<file path="config.mk">
export PLATFORM = sky130hd
export DESIGN_NAME = sorted_insert_priority_queue_top
export DESIGN_NICKNAME = d
export VERILOG_FILES = /design/src/rtl/core/spq_pkg.sv /design/src/rtl/core/spq_mem.sv /design/src/rtl/core/spq_cmp.sv /design/src/rtl/core/sorted_insert_priority_queue_top.sv
export VERILOG_INCLUDE_DIRS = /design/src /design/src/rtl/core
export SDC_FILE = /design/constraint.sdc
export NUM_CORES = 1
export LEC_CHECK = 0
export BUFFER_PORTS_ARGS = -buffer_cell sky130_fd_sc_hd__buf_2
export CAP_MARGIN = 10
export CORE_MARGIN = 5
export CORE_UTILIZATION = 65
export DETAILED_ROUTE_END_ITERATION = 10
export GPL_ROUTABILITY_DRIVEN = 1
export PLACE_DENSITY_LB_ADDON = 0.2
export SLEW_MARGIN = 30
export SYNTH_ARGS = -nofsm -noshare
export SYNTH_HDL_FRONTEND = slang
export SYNTH_SLANG_ARGS = --single-unit
</file>
<file path="constraint.sdc">
create_clock -name clk -period 8.99 [get_ports clk]
set_input_delay 0 -clock clk [delete_from_list [all_inputs] [get_ports clk]]
set_output_delay 0 -clock clk [all_outputs]
set_load 0.02 [all_outputs]
</file>
<file path="src/rtl/core/sorted_insert_priority_queue_top_defines.svh">
// assertion macros shared by the priority queue rtl
`ifndef SORTED_INSERT_PRIORITY_QUEUE_TOP_DEFINES_SVH
`define SORTED_INSERT_PRIORITY_QUEUE_TOP_DEFINES_SVH

// same-cycle implication, checked out of reset
`define SPQ_ASSERT_NOW(lbl, ante, cons, msg) \
	lbl: assert property (@(posedge clk) disable iff (!arst_n) (ante) |-> (cons)) \
		else $error(msg);

// next-cycle implication, checked out of reset
`define SPQ_ASSERT_NEXT(lbl, ante, cons, msg) \
	lbl: assert property (@(posedge clk) disable iff (!arst_n) (ante) |=> (cons)) \
		else $error(msg);

`endif

</file>
<file path="src/rtl/core/spq_pkg.sv">
// shared types and constants of the sorted priority queue
package spq_pkg;

	localparam int CAPACITY = 8;
	localparam int IDX_W = (CAPACITY > 1) ? $clog2(CAPACITY) : 1;
	localparam int CNT_W = $clog2(CAPACITY + 1);

	// operation codes
	localparam logic OP_INSERT = 1'b0;
	localparam logic OP_REMOVE = 1'b1;

	// result status codes
	localparam logic [1:0] ST_DONE  = 2'd0;
	localparam logic [1:0] ST_FULL  = 2'd1;
	localparam logic [1:0] ST_EMPTY = 2'd2;

	typedef struct packed {
		logic [7:0]  pri;
		logic [15:0] id;
	} entry_t;

	typedef struct packed {
		logic             we;
		logic [IDX_W-1:0] waddr;
		entry_t           wdata;
		logic [IDX_W-1:0] raddr;
	} mem_req_t;

	typedef enum logic [2:0] {
		S_IDLE,
		S_READ,
		S_CMP,
		S_PUT,
		S_RESP
	} state_t;

endpackage

</file>
<file path="src/rtl/core/spq_mem.sv">
// entry storage: one write port, one registered read port
module spq_mem (
	input  logic              clk,
	input  spq_pkg::mem_req_t req,
	output spq_pkg::entry_t   rd_data
);
	import spq_pkg::*;

	entry_t mem [CAPACITY];

	// write port
	always_ff @(posedge clk) begin
		if (req.we) begin
			mem[req.waddr] <= req.wdata;
		end
	end

	// registered read port
	always_ff @(posedge clk) begin
		rd_data <= mem[req.raddr];
	end

endmodule

</file>
<file path="src/rtl/core/spq_cmp.sv">
// service order compare: true when a is served strictly before b
module spq_cmp (
	input  spq_pkg::entry_t a,
	input  spq_pkg::entry_t b,
	output logic            a_first
);
	import spq_pkg::*;

	// priority first, id breaks ties
	always_comb begin
		if (a.pri != b.pri) begin
			a_first = (a.pri < b.pri);
		end else begin
			a_first = (a.id < b.id);
		end
	end

endmodule

</file>
<file path="src/rtl/core/sorted_insert_priority_queue_top.sv">
// Sorted priority queue, stored entries visited one at a time by a shared compare.
// Insert: walks entries from the tail, shifting each up until the new one goes behind it, else places it at the head.
// Remove: reads each held entry from the head, keeps the head and shifts the rest down, then gives the result.
// Full or empty cases give their result in the cycle after the transfer.
// One item at a time; the next can be taken from the cycle after the result transfer.
// Reset (arst_n low, asynchronous) empties the queue; the storage is not cleared.
module sorted_insert_priority_queue_top (
	input  logic        clk,
	input  logic        arst_n,
	input  logic        in_valid,
	output logic        in_ready,
	input  logic        operation,
	input  logic [15:0] item_id,
	input  logic [7:0]  item_priority,
	output logic        out_valid,
	input  logic        out_ready,
	output logic [1:0]  status,
	output logic [15:0] served_id,
	output logic [7:0]  served_priority,
	output logic [3:0]  occupancy
);
	import spq_pkg::*;
	`include "sorted_insert_priority_queue_top_defines.svh"

	state_t           state_q, state_d;
	logic [CNT_W-1:0] count_q;
	logic [IDX_W-1:0] idx_q;
	logic             op_q;
	entry_t           new_q;
	entry_t           served_q;
	logic [1:0]       status_q;

	entry_t   rd_data;
	mem_req_t mem_req;
	logic     new_first;
	logic     full;
	logic     empty;
	logic     last;
	logic     in_xfer;

	assign full    = (count_q == CNT_W'(CAPACITY));
	assign empty   = (count_q == '0);
	assign last    = ((CNT_W'(idx_q) + CNT_W'(1)) == count_q);
	assign in_xfer = in_valid && in_ready;

	spq_mem u_mem (
		.clk     (clk),
		.req     (mem_req),
		.rd_data (rd_data)
	);

	spq_cmp u_cmp (
		.a       (new_q),
		.b       (rd_data),
		.a_first (new_first)
	);

	// next state
	always_comb begin
		state_d = state_q;
		case (state_q)
			S_IDLE: begin
				if (in_valid) begin
					if (operation == OP_INSERT) begin
						if (full) begin
							state_d = S_RESP;
						end else if (empty) begin
							state_d = S_PUT;
						end else begin
							state_d = S_READ;
						end
					end else begin
						state_d = empty ? S_RESP : S_READ;
					end
				end
			end
			S_READ: begin
				state_d = S_CMP;
			end
			S_CMP: begin
				if (op_q == OP_INSERT) begin
					if (new_first) begin
						state_d = (idx_q == '0) ? S_PUT : S_READ;
					end else begin
						state_d = S_RESP;
					end
				end else begin
					state_d = last ? S_RESP : S_READ;
				end
			end
			S_PUT: begin
				state_d = S_RESP;
			end
			S_RESP: begin
				if (out_ready) begin
					state_d = S_IDLE;
				end
			end
			default: begin
				state_d = S_IDLE;
			end
		endcase
	end

	// handshake and storage port controls
	always_comb begin
		in_ready      = 1'b0;
		out_valid     = 1'b0;
		mem_req.we    = 1'b0;
		mem_req.waddr = '0;
		mem_req.wdata = new_q;
		mem_req.raddr = idx_q;
		case (state_q)
			S_IDLE: begin
				in_ready = 1'b1;
			end
			S_CMP: begin
				if (op_q == OP_INSERT) begin
					// shift the visited entry up, or drop the new one in behind it
					mem_req.we    = 1'b1;
					mem_req.waddr = idx_q + IDX_W'(1);
					mem_req.wdata = new_first ? rd_data : new_q;
				end else if (idx_q != '0) begin
					// shift toward the head
					mem_req.we    = 1'b1;
					mem_req.waddr = idx_q - IDX_W'(1);
					mem_req.wdata = rd_data;
				end
			end
			S_PUT: begin
				mem_req.we    = 1'b1;
				mem_req.waddr = '0;
				mem_req.wdata = new_q;
			end
			S_RESP: begin
				out_valid = 1'b1;
			end
			default: begin
				in_ready = 1'b0;
			end
		endcase
	end

	// control state
	always_ff @(posedge clk or negedge arst_n) begin
		if (!arst_n) begin
			state_q <= S_IDLE;
			count_q <= '0;
			idx_q   <= '0;
		end else begin
			state_q <= state_d;
			case (state_q)
				S_IDLE: begin
					if (in_xfer) begin
						if (operation == OP_INSERT) begin
							idx_q <= IDX_W'(count_q - CNT_W'(1));
						end else begin
							idx_q <= '0;
						end
					end
				end
				S_CMP: begin
					if (op_q == OP_INSERT) begin
						if (new_first) begin
							if (idx_q != '0) begin
								idx_q <= idx_q - IDX_W'(1);
							end
						end else begin
							count_q <= count_q + CNT_W'(1);
						end
					end else if (last) begin
						count_q <= count_q - CNT_W'(1);
					end else begin
						idx_q <= idx_q + IDX_W'(1);
					end
				end
				S_PUT: begin
					count_q <= count_q + CNT_W'(1);
				end
				default: begin
					idx_q <= idx_q;
				end
			endcase
		end
	end

	// item and result payload
	always_ff @(posedge clk) begin
		if (in_xfer) begin
			op_q     <= operation;
			new_q    <= '{pri: item_priority, id: item_id};
			served_q <= '0;
			if (operation == OP_INSERT) begin
				status_q <= full ? ST_FULL : ST_DONE;
			end else begin
				status_q <= empty ? ST_EMPTY : ST_DONE;
			end
		end else if (state_q == S_CMP && op_q == OP_REMOVE && idx_q == '0) begin
			served_q <= rd_data;
		end
	end

	assign status          = status_q;
	assign served_id       = served_q.id;
	assign served_priority = served_q.pri;
	assign occupancy       = 4'(count_q);

	// checks
	`SPQ_ASSERT_NOW(a_count_bound, 1'b1, count_q <= CNT_W'(CAPACITY),
		"occupancy above capacity")
	`SPQ_ASSERT_NOW(a_no_overlap, in_ready, !out_valid,
		"input taken while a result is pending")
	`SPQ_ASSERT_NOW(a_write_busy, mem_req.we, state_q == S_CMP || state_q == S_PUT,
		"storage written outside a walk")
	`SPQ_ASSERT_NEXT(a_full_reject, in_xfer && operation == OP_INSERT && full,
		out_valid && status_q == ST_FULL && $stable(count_q),
		"insert on full queue not rejected at once")
	`SPQ_ASSERT_NEXT(a_empty_remove, in_xfer && operation == OP_REMOVE && empty,
		out_valid && status_q == ST_EMPTY && served_q == '0,
		"remove on empty queue not reported at once")

endmodule
</file>
==> results.md, run 1 <==
* Status: finished clean
* Top cell type by total area after synthesis: edfxtp_1
* Register area share after synthesis at 69.78%
* Total congestion overflow at 0
* Slew @ Worst Pin at about 0.96 ns
* Sw frac at 31.00%
* Clock share of power at between 20 and 30%
* Largest cells by area after synthesis: edfxtp_1 (59%), mux4_2 (9.7%), dfxtp_1 (8.6%)
* Internal Power at 2.984 mW
* Die Ht at 141.0 um
* WL/cell at around 23 um
* Seq pwr share at 42.3%
* PD cells at roughly 330 nW/um^2
* WP data arrival at 3.69 ns
* Syn Nets at 774
* Clk slew on worst S/H paths at around 0.060 ns
* Port Buffers at 60
* Post-synth top area share at 58.92%
* Core Area at between 15,000 and 20,000 um^2
* Clock skew at about 0.019 ns
* CTS HTree Levels at 1
* Final instance area at 13,260 um^2
* Number of global-route vias before repair at 6,730
* Syn_area_per_cell at 15.59 um^2
* Pleak at 4.836 nW
* Net Sw Power at roughly 1.3 mW
* Hold endpoint: new_q[4]$_DFFE_PP_
* Chip width at 141.0 um
* Layout Area Growth over Synthesis at 18.83%
* Max VDD drop at 0.2160 mV
* CTS max path bufs at 3
* EDFF count, synth at approximately 220
* Drt total wl at 24,850 um
* Critical Path End Type: flip-flop
* Worst hold path class: input port to flip-flop
* Hold Crit Start: item_id[4]
* Initial core utilization at 65.43%
* Vias post-DR at 6,545
* Ports at 61
* Ys flop type: edfxtp_1
* Combinational group share of total power at approximately 28%
* CP Launch Type: flip-flop
* Maximum number of pins on one net before global-route repair at 53
* Antenna-violating nets left at 0
* Remaining DRCs at 0
* Post-synthesis cell count at 716
* Design Power at 4.324 mW
* Reg-to-Reg End: u_mem.mem[0][0]$_DFFE_PP_
* GRT Total Usage at 25.21%
* Post-place instance area at 11,840 um^2
* Synth async-reset ratio at 3.610%
* DP Wirelength at between 10,000 and 15,000 um
* Reg2reg setup slack at 5.53 ns
* Cell count of the worst reg-to-reg path at 9
* Die footprint at 19,890 um^2
* Min-Delay Path Depth at 2
* Inserted Diodes at 0
* Final hold violation count at 0
* Setup violators final at 0
* Post-CTS Setup Inserts at 0
* Mapped Area at around 11,000 um^2
* Period utilisation layout at 38.51%
* Gp weighted congestion at between 0.8 and 0.9
* Req. time, crit path at 9.22 ns
* Share of layout cells above drive strength 1 at 25.44%
* Post-synthesis cell type count at 50
* Synth warn at 0
* Rel. slew slack at roughly 36%
* Final TNS setup at 0 ns
* Root buffer cell: clkbuf_16
* Setup CP Type: flip-flop to flip-flop
* Pre-antenna DRT Iters at 6
* Post-synth top cells: edfxtp_1 (219), nand2_1 (134), dfxtp_1 (48), mux4_2 (48), a21oi_1 (36)
* Vias/cell at 6.117
* Max-slew violation count at 0
* Period minus WS final at 3.462 ns
* RSZ-0062 raised after global routing: false
* Final WS setup at 5.528 ns
* Util after Layout at 77.76%
* R2R Path Start: idx_q[1]$_DFFE_PN0P_
* Setup WS pre-CTS at 5.503 ns
* Initial DRC Count at 514
* Fmax at 288.9 MHz
* Nets@finish at between 800 and 900
* CTS tree: done
* Max Cap Viol at 0
* Crit-path max FO at 51
* CTS buffer count at 28
* FP Rows at 48
* Number of synthesized register bits at 277
* Clock Sink Count at ~280
* First-pass GRT wire length at 38,230 um
* Antenna violations before repair at 0
* Count leader, synth: edfxtp_1
* Clk_lat worst skew at between 0.5 and 0.6 ns
critical path: stages (launching register included):
cell and delay (ns):
dfrtp_2 0.34, buf_4 0.63, inv_1 0.14, ha_1 0.26, ha_1 0.26, a21oi_1 0.19, o21ai_0 0.21, nand2b_1 0.33
nor2_4 0.52, buf_16 0.23
flip-flops by register name, summed over array words and instances, names as in the netlist, 3 cells and up:
name / cells
occupancy: 4
u_mem.mem: 192
state_q: 3
served_id: 16
u_mem.rd_data: 24
new_q: 24
idx_q: 3
served_priority: 8
cells by family after synthesis:
group / synth area share (%)
flops: 69.78
simple gates: 7.433
mux: 12.66
compound gates: 3.823
buf+inv: 2.276
fa+ha+maj: 3.251
xor+xnor: 0.7848
power groups by stage:
stage	combinational, mW	sequential, mW	clock (mW)
3_3_place_gp	1.14	1.84	0
3_5_place_dp	1.18	1.85	0
5_1_grt	1.34	1.85	1.33
2_1_floorplan	0.847	1.83	0
6_report	1.23	1.83	1.26
4_1_cts	1.22	1.83	1.27
how the worst max path moves through the flow:
stage / startpoint / end / slack, ns / depth (start not counted)
finish: idx_q[1]$_DFFE_PN0P_ / u_mem.mem[0][0]$_DFFE_PP_ / 5.53 / 9
global route: idx_q[1]$_DFFE_PN0P_ / u_mem.mem[0][0]$_DFFE_PP_ / 5.40 / 9
CTS: idx_q[1]$_DFFE_PN0P_ / u_mem.mem[2][20]$_DFFE_PP_ / 5.48 / 8
detailed placement: idx_q[1]$_DFFE_PN0P_ / u_mem.mem[2][0]$_DFFE_PP_ / 5.50 / 8
global placement: idx_q[1]$_DFFE_PN0P_ / u_mem.mem[0][1]$_DFFE_PP_ / 5.56 / 8
floorplan: idx_q[1]$_DFFE_PN0P_ / u_mem.mem[4][0]$_DFFE_PP_ / 4.83 / 9
through the flow:
step / cells / hold slack (ns)
2_1_floorplan: 716 / -0.2956
3_3_place_gp: 981 / -0.1299
3_5_place_dp: 985 / -0.1157
4_1_cts: 1067 / 0.1613
5_1_grt: 1070 / 0.1831
6_report: 1070 / 0.1748
placed cells by master (no fill, tap or decap), types with 7 or more instances in the layout:
| cell | instances |
|---|---|
| edfxtp_1 | 219 |
| nand2_1 | 134 |
| buf_2 | 60 |
| mux4_2 | 48 |
| dfxtp_1 | 48 |
| a21oi_1 | 36 |
| inv_1 | 31 |
| dlygate4sd3_1 | 30 |
| ha_1 | 29 |
| clkbuf_16 | 29 |
| mux2_2 | 25 |
| nand2b_1 | 9 |
| nor3_1 | 9 |
| xnor2_1 | 9 |
| buf_4 | 9 |
| o21ai_0 | 8 |
| nor2_1 | 8 |
| dfrtp_1 | 8 |
| clkbuf_8 | 7 |
repair_timing:
| action | in CTS | in global routing |
|---|---|---|
| hold endpoints to repair | 42 | 0 |
| hold buffers | 30 | 0 |
| setup endpoints to repair | 0 | 0 |
| gates resized for setup | 0 | 0 |
routing by layer:
metal / vias up / GRT usage [%] / part of all wire [%]
met3: 54 / 4.172 / 7.3
li1: 2880 / - / -
met2: 324 / 42.59 / 51
met1: 3287 / 33.77 / 39
met5: - / 0 / 0
met4: 0 / 8.720 / 2.9
final cells by class:
cell class                      count  area [um^2]
Inverter                           32        120.1
Timing Repair Buffer              107        859.6
Tap cell                          225        281.5
Sequential cell                   277         7790
Fill cell                         974         3794
Clock buffer                       37        825.8
Multi-Input combinational cell    377         3178
Clock inverter                     15        207.7
Power figures use the tool's default switching activity.
==> run 2: changes to the inputs <==
- CORE_UTILIZATION: 65 -> 61
- clock period: 8.99 -> 3.6 ns (I/O delays scaled with it)
==> run 2 against run 1 <==
Compared with the run above:
- total power up 140%
- first-iteration DRC count up 7.8%
- clock skew decreased by 0.0032 ns
- sequential power increased to 2.5 times the previous value
- cell count is 0.84% higher
- combinational power up 140%
- register-to-register slack lost 5.3 ns
- maximum frequency is 3.9% higher
- routed wire length is 0.18% lower
- sequential cell count stayed put
==> results.md, run 2 (synthesis results as in run 1) <==
* Status: finished clean
* Register Area at around 7800 um^2
* Post-route insts no fill at about 1,100
* Total congestion overflow at 0
* CTS max path bufs at 3
* CP endpoint: u_mem.mem[2][14]$_DFFE_PP_
* Worst hold path class: input port to flip-flop
* Rel. slew slack at 48.60%
* Chip width at around 150 um
* Area of the multi-input gates at roughly 3100 um^2
* Gp weighted congestion at 0.8191
* FP Rows at 49
* First-pass GRT wire length at between 30,000 and 40,000 um
* Critical Path End Type: flip-flop
* Antenna violations before repair at 0
* Final hold violation count at 0
* RSZ-0062 raised after global routing: false
* Largest regs: u_mem.mem x192, new_q x24, u_mem.rd_data x24
* Most common cell after layout, fill and taps aside: edfxtp_1
* Reg-to-Reg End: u_mem.mem[2][14]$_DFFE_PP_
* Setup CP Type: flip-flop to flip-flop
* Reg2reg setup slack at 0.27 ns
* Clock skew at 0.01532 ns
* Clock Sink Count at 277
* Post-cts resize count at 0
* Max-slew violation count at 0
* CP Launch Type: flip-flop
* PD cells at 799.8 nW/um^2
* Crit path cell chain: ha_1, nand4_1, nor4_1, a32oi_1, a211oi_4, nor3_4, buf_4, mux2_2
* Number of global-route vias before repair at approximately 6,800
* WL/cell at ~23 um
* Share of layout cells above drive strength 1 at 25.18%
* Critical-path top delay cell: a211oi_4
* Req. time, crit path at 3.85 ns
* Pleak at 4.768 nW
* Slew @ Worst Pin at 0.7710 ns
* R2R Path Start: new_q[15]$_DFFE_PP_
* Vias post-DR at around 6,500
* Max VDD drop at approximately 0.56 mV
* Remaining DRCs at 0
* Ports at 61
* Fmax at 300.1 MHz
* Layout Area Growth over Synthesis at 17.04%
* Max Cap Viol at 0
* CTS tree: done
* Hold Slack at 0.1801 ns
* # fillers at 1,119
* Crit path largest cell delay at between 0.5 and 0.6 ns
* WP data arrival at 3.59 ns
* Post-CTS Setup Inserts at 0
* Critical Path Source: new_q[15]$_DFFE_PP_
* Design Power at 10.45 mW
* Die Ht at roughly 150 um
* Nets@finish at 887
* Root buffer cell: clkbuf_16
* Core Area at roughly 18,000 um^2
* Port Buffers at 60
* Most frequent cells in the layout: edfxtp_1 (219), nand2_1 (134), buf_2 (60), mux4_2 (48), dfxtp_1 (48)
* Clk_lat worst skew at ~0.53 ns
* Largest Register: u_mem.mem
* Initial core utilization at 62.13%
* DP Wirelength at 14,510 um
* Period minus WS final at between 3 and 4 ns
* Die footprint at ~21,000 um^2
* CTS buffer count at 27
* Max FFs per register at 192
* Drt total wl at 24,810 um
* CTS HTree Levels at 1
* Dpl cells at ~1,000
* Pre-antenna DRT Iters at 5
* GRT Total Usage at 23.89%
* Clk slew on worst S/H paths at 0.06 ns
* Initial DRC Count at 554
* Maximum number of pins on one net before global-route repair at 50
* Period utilisation layout at 92.56%
* Cell count of the worst reg-to-reg path at 8
* Inserted Diodes at 0
* Setup violators final at 0
* Antenna-violating nets left at 0
* CTS Hold Buffers Added at 30
* Vias/cell at roughly 6.0
* Crit-path max FO at 24
[run 2: changes by cell type in the layout (fill, tap and decap cells not counted), moves of 2 or more]
cell	before	now
buf_12	0	2
nor2_2	2	8
clkbuf_8	7	2
nor2_4	6	0
buf_4	9	22
buf_16	6	0
clkbuf_16	29	27
clkbuf_1	1	6
[run 2: layout make-up]
cell class,instances,area share (%)
Tap cell,229,2.193
Clock inverter,15,1.408
Sequential cell,277,59.66
Timing Repair Buffer,114,6.169
Inverter,32,0.9195
Multi-Input combinational cell,377,24.10
Clock buffer,35,5.556
[run 2: critical path, delay by kind of cell (launching register included)]
kind	cells	cell delay [ns]
compound gates	2	0.82
fa+ha+maj	1	0.35
buf+inv	1	0.29
flops	1	0.42
mux	1	0.40
simple gates	3	0.76
[run 2: per-stage QoR]
stage	utilization, %	TNS [ns]	cell area [um^2]	worst slack [ns]
final	72.72	0	13060	0.2679
after global routing	72.72	0	13060	0.07742
after CTS	72.72	0	13060	0.3120
after detailed placement	65.98	0	11850	0.3288
after global placement	65.98	0	11850	0.3740
after floorplan	-	-26.94	11160	-0.5612
[run 2: metal layers]
layer	global-route usage, %	up-vias	part of all wire, %
li1	-	2897	-
met1	32.38	3289	41
met2	40.52	242	51
met3	3.804	44	6.2
met4	7.090	0	2.6
met5	0	-	0
[run 2: how the worst min path moves through the flow]
stage	from	endpoint	slack, ns	cells past startpoint
floorplan	arst_n	idx_q[0]$_DFFE_PN0P_	-0.30	0
global placement	arst_n	occupancy[2]$_DFFE_PN0P_	-0.13	1
detailed placement	arst_n	occupancy[2]$_DFFE_PN0P_	-0.12	1
CTS	item_id[7]	new_q[7]$_DFFE_PP_	0.17	2
global route	item_id[0]	new_q[0]$_DFFE_PP_	0.18	2
finish	item_id[0]	new_q[0]$_DFFE_PP_	0.18	2
[run 2: where the power goes]
group / leakage, nW / total, mW / internal [mW] / switching [mW]
sequential: 2.50 / 4.60 / 4.21 / 0.395
combinational: 1.83 / 2.99 / 1.25 / 1.73
clock: 0.440 / 2.86 / 1.71 / 1.15
==> run 3: changes to the inputs <==
- BUFFER_PORTS_ARGS: -buffer_cell sky130_fd_sc_hd__buf_2 -> not set
- CORE_UTILIZATION: 61 -> 63
- DONT_BUFFER_PORTS: not set -> 1
- SYNTH_HIERARCHICAL: not set -> 1
- clock period: 3.6 -> 3.65 ns (I/O delays scaled with it)
==> run 3 against run 2 <==
Compared with the run above:
- cell count down 10%
- combinational power up 4%
- maximum frequency down 2.0%
- clock-buffer cell count up 2
- sequential share of layout area up 1.3 points
- synthesized cell count down 6.8%
- clock power down 2%
- sequential cell count unchanged
- worst hold slack worse by 0.11 ns
- synthesized area up 1.1%
- total power up 2.9%
- highest routed layer unchanged
==> results.md, run 3 <==
* Critical-path top delay cell: a2111oi_0
* Number of global-route vias before repair at 6,212
* Most frequent cells in the layout: edfxtp_1 (219), nand2_1 (60), dfxtp_1 (48), mux4_2 (48)
* First-pass GRT wire length at 35,180 um
* Share of layout cells above drive strength 1 at 24.56%
* WP data arrival at 3.66 ns
* Max FFs per register at 192
* Post-synthesis cell type count at 53
* Cell count of the worst reg-to-reg path at 9
* Period utilisation layout at between 90% and 100%
* Post-synthesis mux area share at 15.43%
* Rel. slew slack at 48.85%
* Buffer and inverter count on the worst path at 0
* CTS HTree Levels at 1
* Post-synth top area share at 58.31%
* Initial DRC Count at 416
* Crit-path max FO at 12
* Largest Register: u_mem/mem
* Ports at 61
* Max Cap Viol at 0
* Port Buffers at 0
* Top cell type by total area after synthesis: edfxtp_1
* Vias post-DR at 5,991
* Period minus WS final at 3.401 ns
* Largest cells by area after synthesis: edfxtp_1 (58%), mux4_2 (9.6%), dfxtp_1 (8.5%)
* CP Launch Type: flip-flop
* Hold endpoint: served_id[2]$_SDFFE_PP0P_
* Chip width at 143.8 um
* Setup violators final at 0
* Worst hold path class: input port to flip-flop
* Core Area at roughly 18,000 um^2
* Crit-path leading delay family: compound AO/OA/AOI/OAI gates
* Initial core utilization at 63.43%
* CTS max path bufs at 3
* Largest regs: u_mem/mem x192, new_q x24, u_mem/rd_data x24
* Die footprint at around 21,000 um^2
* Crit path cell chain: ha_1, a21oi_1, nand2_1, a2111oi_0, o21ai_0, o21ai_1, nor2_1, nand3b_4, mux2_2
* Most common cell after layout, fill and taps aside: edfxtp_1
* Largest family of logic cells by synthesized area: multiplexers
* Hold Crit Start: in_valid
* Antenna-violating nets left at 0
* DP Wirelength at around 13,000 um
* Area share of xor/xnor cells in the synthesized design at less than 1%
* Reg-to-Reg End: u_mem/mem[6][23]$_DFFE_PP_
* WL/cell at between 20 and 25 um
* Post-synthesis adder-cell area fraction at 3.106%
* Dpl cells at 883
* EDFF count, synth at 219
* Final hold violation count at 0
* RSZ-0062 raised after global routing: false
* R2R Path Start: new_q[14]$_DFFE_PP_
* Register area share after synthesis at 69.05%
* Drt total wl at ~23,000 um
* Remaining DRCs at 0
* Gp weighted congestion at 0.8644
* Setup CP Type: flip-flop to flip-flop
* Register Area at 7792 um^2
* Req. time, crit path at 3.91 ns
* Synth warn at 6
* Post-route insts no fill at 966
* Synth Area in Compound Gates at 3.739%
* Total congestion overflow at 0
* Reg2reg setup slack at roughly 0.25 ns
* Root buffer cell: clkbuf_16
* PD cells at about 840 nW/um^2
* Status: finished clean
* Clk_lat worst skew at 0.54 ns
* Crit path largest cell delay at 0.56 ns
* Slew @ Worst Pin at 0.7673 ns
* Ys flop type: edfxtp_1
* Critical Path End Type: flip-flop
* Nets@finish at approximately 770
* Antenna violations before repair at 0
* Post-synth top cells: edfxtp_1 (219), nand2_1 (60), dfxtp_1 (48), mux4_2 (48)
* # fillers at 1,090
* Clock Sink Count at approximately 280
* CTS tree: done
* Count leader, synth: edfxtp_1
* Min-Delay Path Depth at 2
* Pleak at 4.427 nW
* Synth async-reset ratio at 3.610%
* FP Rows at slightly below 50
* Mapped Area at 11,280 um^2
* GRT Total Usage at a little under a quarter
* Clock skew at 0.01829 ns
* Max VDD drop at 0.6345 mV
* Syn Nets at approximately 720
* Inserted Diodes at 0
* Post-Synth Simple-Gate Area at 5.491%
* Vias/cell at just over 6
* Pre-antenna DRT Iters at 4
* Syn_area_per_cell at 16.91 um^2
* Die Ht at 143.8 um
* Final TNS setup at 0 ns
* Layout Area Growth over Synthesis at 13.37%
* Maximum number of pins on one net before global-route repair at 53
* Post-synthesis cell count at 667
* CTS buffer count at 28
* Clk slew on worst S/H paths at 0.06 ns
* Area of the multi-input gates at 3257 um^2
* Number of synthesized register bits at 277
* Fmax at 294.0 MHz
* Max-slew violation count at 0
[run 3: layout make-up]
type	instances	share of cell area [%]
Timing Repair Buffer	45	3.356
Clock buffer	37	6.145
Tap cell	229	2.241
Inverter	28	0.8220
Multi-Input combinational cell	335	25.47
Sequential cell	277	60.95
Clock inverter	15	1.018
[run 3: cell families (layout without fill, tap and decap cells)]
family                     count (synthesis)  count (layout)
xor gates and xnor gates                   9               9
buffers and inverters                     56             125
and+or+nand+nor                          128             129
adders and majority gates                 28              28
muxes                                    102             102
AOI/OAI and AO/OA                         67              67
DFF                                      277             277
[run 3: metrics by stage]
stage	setup WS (ns)	area, um^2	hold slack [ns]	total power, mW	utilization (%)
floorplan	0.1316	11280	-0.2956	7.191	-
global placement	0.2483	11550	-0.2953	7.814	64.94
detailed placement	0.1757	11550	-0.2953	7.925	64.96
CTS	0.1224	12770	0.06711	10.78	71.80
global route	0.08982	12790	0.07741	11.30	71.91
finish	0.2490	12790	0.06623	10.75	71.91
[run 3: report_power, final]
| group | switching (mW) | internal (mW) | total, mW |
|---|---|---|---|
| registers | 0.556 | 4.28 | 4.84 |
| clock network | 1.14 | 1.65 | 2.79 |
| logic | 1.66 | 1.46 | 3.12 |
| total | 3.36 | 7.39 | 10.8 |
[run 3: worst max-delay path by stage]
stage | cells after the start | start | slack [ns] | endpoint
global route | 9 | new_q[14]$_DFFE_PP_ | 0.09 | u_mem/mem[0][17]$_DFFE_PP_
floorplan | 6 | idx_q[0]$_DFFE_PN0P_ | 0.13 | u_mem/mem[0][0]$_DFFE_PP_
finish | 9 | new_q[14]$_DFFE_PP_ | 0.25 | u_mem/mem[6][23]$_DFFE_PP_
detailed placement | 9 | new_q[14]$_DFFE_PP_ | 0.18 | u_mem/mem[6][7]$_DFFE_PP_
CTS | 9 | new_q[14]$_DFFE_PP_ | 0.12 | u_mem/mem[3][7]$_DFFE_PP_
global placement | 9 | new_q[14]$_DFFE_PP_ | 0.25 | u_mem/mem[7][18]$_DFFE_PP_
[run 3: what timing repair did]
| action | in CTS | in global routing |
|---|---|---|
| hold buffers | 30 | 0 |
| endpoints found under the setup margin | 0 | 192 |
| resized for setup | 0 | 1 |
| setup buffers | 0 | 0 |
| endpoints found under the hold margin | 43 | 0 |
[run 3: per-layer routing]
layer  part of all wire [%]  track usage [%]
met5                      0                0
met4                    1.6            5.500
met3                    7.4            3.428
met2                     51            38.96
met1                     40            30.94
